## src/hw/rtl/bspu_pkg.sv

```systemverilog
// Package: shared types, constants and helpers for the Burgers stencil point update.
package bspu_pkg;

  localparam int QW = 48;
  localparam int TW = 47;
  localparam int IW = 10;
  localparam int GRID_COLS = 1024;
  localparam int GRID_ROWS = 1024;
  localparam int BW = $clog2(GRID_COLS > GRID_ROWS ? GRID_COLS : GRID_ROWS);
  localparam int CFG_AW = 3;
  localparam logic [QW-1:0] ACTIVE_LSB = 48'd42;
  localparam logic signed [QW-1:0] Q_MAX = {1'b0, {(QW-1){1'b1}}};
  localparam logic signed [QW-1:0] Q_MIN = {1'b1, {(QW-1){1'b0}}};

  typedef enum logic [CFG_AW-1:0] {
    REG_WEST   = 3'd0,
    REG_EAST   = 3'd1,
    REG_CENTER = 3'd2,
    REG_NORTH  = 3'd3,
    REG_SOUTH  = 3'd4,
    REG_ADX    = 3'd5,
    REG_ADY    = 3'd6,
    REG_DT     = 3'd7
  } reg_idx_t;

  // Operand selects of the shared multiplier.
  typedef enum logic [1:0] {
    A_COEF = 2'd0,
    A_UC   = 2'd1,
    A_VC   = 2'd2,
    A_DT   = 2'd3
  } asel_t;

  typedef enum logic [2:0] {
    B_W    = 3'd0,
    B_DX   = 3'd1,
    B_DY   = 3'd2,
    B_PROD = 3'd3,
    B_SUM  = 3'd4
  } bsel_t;

  typedef enum logic [1:0] {
    ACC_NONE = 2'd0,
    ACC_ADD  = 2'd1,
    ACC_SUB  = 2'd2
  } accop_t;

  typedef struct packed {
    logic       load;       // capture input item
    logic       comp;       // 0 = u, 1 = v
    asel_t      asel;
    logic [2:0] coef;       // coefficient register index
    bsel_t      bsel;
    logic [2:0] wsel;       // stencil tap: c,w,e,n,s
    logic       mul_go;     // register product
    accop_t     accop;
    logic       acc_clr;
    logic       store;      // store product as final value of comp
    logic       finish;     // update box, fill output
  } dp_cmd_t;

  typedef struct packed {
    logic dummy;
  } dp_sts_t;

  function automatic logic signed [QW-1:0] sat_q(input logic signed [QW+3:0] x);
    if (x > $signed({{4{1'b0}}, Q_MAX})) return Q_MAX;
    if (x < $signed({{4{1'b1}}, Q_MIN})) return Q_MIN;
    return x[QW-1:0];
  endfunction

endpackage

```

## src/hw/rtl/bspu_ctrl.sv

```systemverilog
// Controller: sequences the shared multiplier over the terms of u and v.
module bspu_ctrl (
  input  logic              clk,
  input  logic              rst_n,
  input  logic              in_valid,
  output logic              in_ready,
  output logic              out_valid,
  input  logic              out_ready,
  output bspu_pkg::dp_cmd_t cmd,
  input  bspu_pkg::dp_sts_t sts
);
  typedef enum logic [3:0] {
    S_IDLE = 4'b0001,
    S_RUN  = 4'b0010,
    S_FIN  = 4'b0100,
    S_OUT  = 4'b1000
  } state_t;

  // Steps per component: clear, 5 taps, prod uc*dx, adx*prod, vc*dy, ady*prod,
  // dt*sum, plus drain cycles between dependent products.
  localparam int NSTEP = 16;
  localparam int SW = $clog2(NSTEP);

  state_t state_r, state_nxt;
  logic [SW-1:0] step_r;
  logic comp_r;
  logic last;

  assign last = (step_r == SW'(NSTEP - 1));

  always_comb begin
    cmd = '0;
    cmd.comp = comp_r;
    in_ready = (state_r == S_IDLE);
    out_valid = (state_r == S_OUT);
    cmd.load = in_valid && in_ready;
    state_nxt = state_r;
    case (state_r)
      S_IDLE: if (in_valid) state_nxt = S_RUN;
      S_RUN: begin
        // Each product lands in the multiplier's registers; a later step accumulates, reuses or stores it.
        case (step_r)
          4'd0: cmd.acc_clr = 1'b1;
          4'd1, 4'd2, 4'd3, 4'd4, 4'd5: begin
            cmd.asel = bspu_pkg::A_COEF; cmd.bsel = bspu_pkg::B_W; cmd.mul_go = 1'b1;
            case (step_r)
              4'd1: begin cmd.coef = bspu_pkg::REG_WEST;   cmd.wsel = 3'd1; end
              4'd2: begin cmd.coef = bspu_pkg::REG_EAST;   cmd.wsel = 3'd2; end
              4'd3: begin cmd.coef = bspu_pkg::REG_CENTER; cmd.wsel = 3'd0; end
              4'd4: begin cmd.coef = bspu_pkg::REG_NORTH;  cmd.wsel = 3'd3; end
              default: begin cmd.coef = bspu_pkg::REG_SOUTH; cmd.wsel = 3'd4; end
            endcase
          end
          4'd6: begin cmd.asel = bspu_pkg::A_UC; cmd.bsel = bspu_pkg::B_DX; cmd.mul_go = 1'b1; end
          4'd8: begin
            cmd.asel = bspu_pkg::A_COEF; cmd.coef = bspu_pkg::REG_ADX;
            cmd.bsel = bspu_pkg::B_PROD; cmd.mul_go = 1'b1;
          end
          4'd9: begin cmd.asel = bspu_pkg::A_VC; cmd.bsel = bspu_pkg::B_DY; cmd.mul_go = 1'b1; end
          4'd11: begin
            cmd.asel = bspu_pkg::A_COEF; cmd.coef = bspu_pkg::REG_ADY;
            cmd.bsel = bspu_pkg::B_PROD; cmd.mul_go = 1'b1;
          end
          4'd14: begin cmd.asel = bspu_pkg::A_DT; cmd.bsel = bspu_pkg::B_SUM; cmd.mul_go = 1'b1; end
          default: ;
        endcase
        if (step_r >= 4'd2 && step_r <= 4'd6) cmd.accop = bspu_pkg::ACC_ADD;
        if (step_r == 4'd9 || step_r == 4'd12) cmd.accop = bspu_pkg::ACC_SUB;
        if (last) begin
          cmd.store = 1'b1;
          if (comp_r) state_nxt = S_FIN;
        end
      end
      S_FIN: begin
        cmd.finish = 1'b1;
        state_nxt = S_OUT;
      end
      S_OUT: if (out_ready) state_nxt = S_IDLE;
      default: state_nxt = S_IDLE;
    endcase
  end

  always_ff @(posedge clk) begin
    if (!rst_n) begin
      state_r <= S_IDLE;
      step_r  <= '0;
      comp_r  <= 1'b0;
    end else begin
      state_r <= state_nxt;
      if (state_r == S_RUN) begin
        step_r <= step_r + SW'(1);
        if (last) comp_r <= ~comp_r;
      end else begin
        step_r <= '0;
        comp_r <= 1'b0;
      end
    end
  end

  logic unused_sts;
  assign unused_sts = sts.dummy;
endmodule

```

## config.mk

```make
export PLATFORM = sky130hd
export DESIGN_NAME = bspu_ctrl
export DESIGN_NICKNAME = d
export VERILOG_FILES = /design/src/hw/rtl/bspu_pkg.sv /design/src/hw/rtl/bspu_ctrl.sv
export SDC_FILE = /design/constraint.sdc
export NUM_CORES = 1
export LEC_CHECK = 0
export BUFFER_PORTS_ARGS = -buffer_cell sky130_fd_sc_hd__buf_4
export CAP_MARGIN = 20
export CORE_MARGIN = 8
export CORE_UTILIZATION = 30
export DETAILED_ROUTE_END_ITERATION = 8
export GPL_TIMING_DRIVEN = 0
export PLACE_DENSITY = 0.49
export SLEW_MARGIN = 20
export SYNTH_ARGS = -nofsm -noshare
export SYNTH_HDL_FRONTEND = slang
export SYNTH_SLANG_ARGS = --single-unit
```

## constraint.sdc

```tcl
create_clock -name clk -period 4.8 [get_ports clk]
set_input_delay 0.96 -clock clk [delete_from_list [all_inputs] [get_ports clk]]
set_output_delay 0.96 -clock clk [all_outputs]
set_load 0.01 [all_outputs]
```

# After elaboration in Yosys (flattened, before gate mapping)
# Index checks and enable logic that the tools add are counted.
# totals
reg_bits	9
inputBits	5
out_inout_bits	21
elab_cells	54
# classes
addsub	1
magnitude_cmp	2
eq_ne	20
muxes	18
bitwise	1
reduce_logical	9
# ops
operator	count
3-bit case mux with 4 select lines	3
4-bit equality test (second input constant)	7
4-bit by 3-bit equality test with 1-bit output (second input constant)	4
16-bit two-way mux	1
4-bit two-way mux	4
4-bit case mux with 4 select lines	1
4-bit by 2-bit equality test with 1-bit output (second input constant)	3
10-bit OR reduction	1
3-bit case mux with 3 select lines	1
4-bit by 1-bit equality test with 1-bit output (second input constant)	2
2-bit != test (second input constant)	3
2-bit case mux with 3 select lines	1
1-bit two-way mux	5
5-bit OR reduction	1
4-bit by 1-bit adder with 4-bit output (second input constant)	1
4-bit by 2-bit >= comparator with 1-bit output (second input constant)	1
4-bit by 3-bit <= comparator with 1-bit output (second input constant)	1
4-bit logical NOT	1
4-bit AND reduction	1
3-bit two-way mux	1
1-bit logical AND	2
2-bit two-way mux	1
2-bit by 1-bit != test with 1-bit output (second input constant)	1
2-bit AND reduction	1
3 further kinds	3

# Depth between registers and ports, before layout
# depth
depth_word	5
mapped_depth	6
depth_no_buf	5

# Least setup slack after synthesis
# No wires, ideal clock.
# synth_timing
path_kind	register to output
from	register step_r[0]
to	output port cmd[14] (netlist bit)
arrival_time_ns	1.575
required_time_ns	3.840
slack_ns	2.265
stages_incl_launch_ff	6
n_path_buf	1
cell_sequence	dfxtp_1 > inv_1 > ha_1 > clkbuf_1 > or4b_1 > a21oi_1
# synth_rtl
item	line	text
from (decl)	bspu_ctrl.sv:25	logic [SW-1:0] step_r;
from (signal assigned)	bspu_ctrl.sv:91	step_r <= step_r + SW'(1);
to (decl)	bspu_ctrl.sv:9	output bspu_pkg::dp_cmd_t cmd,

==> impl_metrics.csv <==
group,metric,value,unit
run_status,status,"complete, no violations",
global_routing,grt_antenna_before_repair,0,
routing,dr.pass1.iters,4,
sta,max_freq,334,MHz
sta,rsz0062_at_grt,"no",
routing,routed_via_density,5.01,
clock_network,cts_buffer_depth,2,
layout,nets,130,
pwr,powerDensity,195,nW/um^2
sta,tns,0,ns
global_routing,grt_pass1_wl,3290,um
routing,routed_wl,1930,um
yosys,syn_nets,101,
routing,dr.first_iter.drc_count,16,
die,die-area,4200,um^2
critical_path,cp_max_fo,9,
critical_path,cp.arrival,2.03,ns
run,maxCapViolCount,0,
clock_network,cts.sink_count,9,
routing,vias,742,
clock_network,clkTransAtPathRegs,0.07,ns
layout,syn_to_final_growth,33.9,%
yosys,synth_most_common_cell,"nor2_1",
yosys,synth_area_leaders,"dfxtp_1 25%, ha_1 7.0%, nor4b_4 6.6%, nor2_1 5.8%, a21oi_1 5.6%",
clock_network,cts_htree_levels,1,
yosys,synth_top_family_by_area,"simple AND/OR/NAND/NOR gates",
layout,drive_above_1_share,29.2,%
critical_path,reg2reg_depth,3,
global_routing,use_met3,4.47,%
yosys,yosysWarnings,0,
die,coreArea,2230,um^2
global_routing,grt_pass1_vias,700,
routing,wl_per_cell,13.0,um
sta,min_period,2.99,ns
hold_path,min_path_cells,1,
yosys,synthAdderAreaFrac,6.99,%
placement,gp_congestion,0.755,
die,fp.dieH,64.8,um
yosys,syn-cell-area,716,um^2
sta,slew-limit-headroom,70.6,%
yosys,synth_commonest_cells,"11 x nor2_1, 9 x dfxtp_1, 8 x a21oi_1, 8 x nor3_1",
yosys,synthFlopType,"dfxtp_1",
global_routing,gr-usage-met1,11.5,%
yosys,synth_top_area_share,25.2,%
hold_path,hold_class,"reg -> reg",
global_routing,grt_overflow_total,0,
yosys,synth_top_cell_by_area,"dfxtp_1",
clock_network,cts_resized,0,
layout,fillCellCount,248,
critical_path,cp-start-kind,"register",
yosys,synth-simple-area-share,40.7,%
pwr,max-vdd-ir-drop,0.000160,V
sta,finalSetupViolCount,0,
critical_path,crit_path_end_kind,"primary output",
global_routing,use_met2,14.4,%
yosys,ys_ff_latch,9,
yosys,synth-xor-area-share,2.45,%
yosys,ys_seq_area_share,25.2,%
critical_path,rrSetupSlack,3.37,ns
yosys,synth_compound_area_share,14.2,%
yosys,syn_inst,92,
die,start_util,32.0,%
placement,dp_hpwl,1470,um
sta,skew,0.00291,ns
yosys,postSynth.asyncResetShare,0,%
die,boundaryPins,26,
critical_path,worstPathRequired,3.84,ns
sta,hold_viol,0,
yosys,synth_edf_count,0,
sta,tightest_slew,0.440,ns
critical_path,worstSetupPathType,"reg -> out",
routing,ant_nets,0,
yosys,avgSynthCellArea,7.78,um^2
clock_network,cts_hold_buf,0,
yosys,synth_mux_area_share,2.80,%
sta,period_share,62.4,%
global_routing,grt_max_degree,11,
die,fp.dieW,64.8,um
global_routing,grtUsageTotal,9.73,%
routing,drcViolationCount,0,
clock_network,postCtsSetupRepairBufs,0,
placement,io_buffers,24,
pwr,leakagePower,0.371,nW
yosys,synth_cell_type_count,34,
sta,hold_slack,0.503,ns
clock_network,cts_tree,"built",
die,rows,17,
global_routing,grt_busiest_layer,"met2",
clock_network,numCtsBuffers,3,
sta,drv_slew,0,
layout,n_antenna_cell,0,
clock_network,ctsRootBufferMaster,"clkbuf_4",
clock_network,insertion_delay,0.27,ns
-- report_power, final --
| group | total [W] | switching [W] | internal [W] |
|---|---|---|---|
| combinational | 0.0000387 | 0.0000183 | 0.0000204 |
| clock | 0.0000617 | 0.0000308 | 0.0000309 |
| sequential | 0.0000869 | 0.00000879 | 0.0000781 |
-- cells in the final DEF (no fill, tap or decap) --
master    instances
a21boi_1          1
o21a_1            2
nand2b_1          2
a21oi_1           8
ha_1              4
nor3b_1           5
clkbuf_4          3
and3_1            1
clkinv_2          1
a221oi_1          1
nor4b_4           2
buf_4            25
xor2_1            1
nand2_1           5
mux2i_1           2
o211ai_1          1
nand3_1           3
inv_2             1
nor2_1           11
o21ai_1           1
xnor2_1           1
clkbuf_1          4
dfxtp_1           9
nor4b_2           1
nor4b_1           1
o31ai_1           1
or4b_1            1
and2_1            1
nor2b_1           1
a221o_1           1
nand4_1           1
nor3_1            8
nor4_1            2
inv_1             5
buf_2             2
nand3b_1          1
-- metal layers --
metal | vias up | wire (um)
met5 | - | 0
met1 | 332 | 888
met4 | 0 | 33
met2 | 24 | 854
li1 | 381 | -
met3 | 5 | 154
-- state kept, by name, summed over array words and instances, names as in the netlist --
register,cells
step_r,4
state_r,4
comp_r,1
-- path summary, 6_finish.rpt --
check        startpoint    endpoint
min reg2reg   step_r[0]   step_r[0]
min           step_r[0]   step_r[0]
max reg2reg  state_r[1]  state_r[0]
max           step_r[0]     cmd[14]
-- critical path: stages, from the launching register on --
cell,delay [ns]
dfxtp_1,0.42
inv_1,0.09
ha_1,0.19
clkbuf_1,0.20
or4b_1,0.56
a21oi_1,0.16
buf_4,0.14
-- cells by family (layout without fill, tap and decap cells) --
kind of cell	count (synthesis)	after routing
mux	2	2
fa+ha+maj	4	4
flops	9	9
compound gates	16	16
buf+inv	13	41
xor+xnor	2	2
simple gates	46	46
-- cell type report --
type                       count  area (um^2)  share of cell area, %
clock inverter                 1         5.00                  0.522
multi-input combinational     70          480                   50.1
tap                           28         35.0                   3.66
inverter                       6         22.5                   2.35
sequential                     9          180                   18.8
timing repair buffer          24          180                   18.8
clock buffer                   3         22.5                   2.35
buffer                         7         32.5                   3.39
-- stage by stage --
stage	setup WS [ns]	total power (W)	area, um^2	utilization [%]	cells
finish	1.81	0.000187	958	42.9	148
global route	1.64	0.000201	958	42.9	148
CTS	1.78	0.000191	958	42.9	148
detailed placement	2.09	0.000128	931	41.7	144
global placement	2.10	0.000128	931	41.7	144
floorplan	2.27	0.000113	716	-	92
Power figures use the tool's default switching activity.
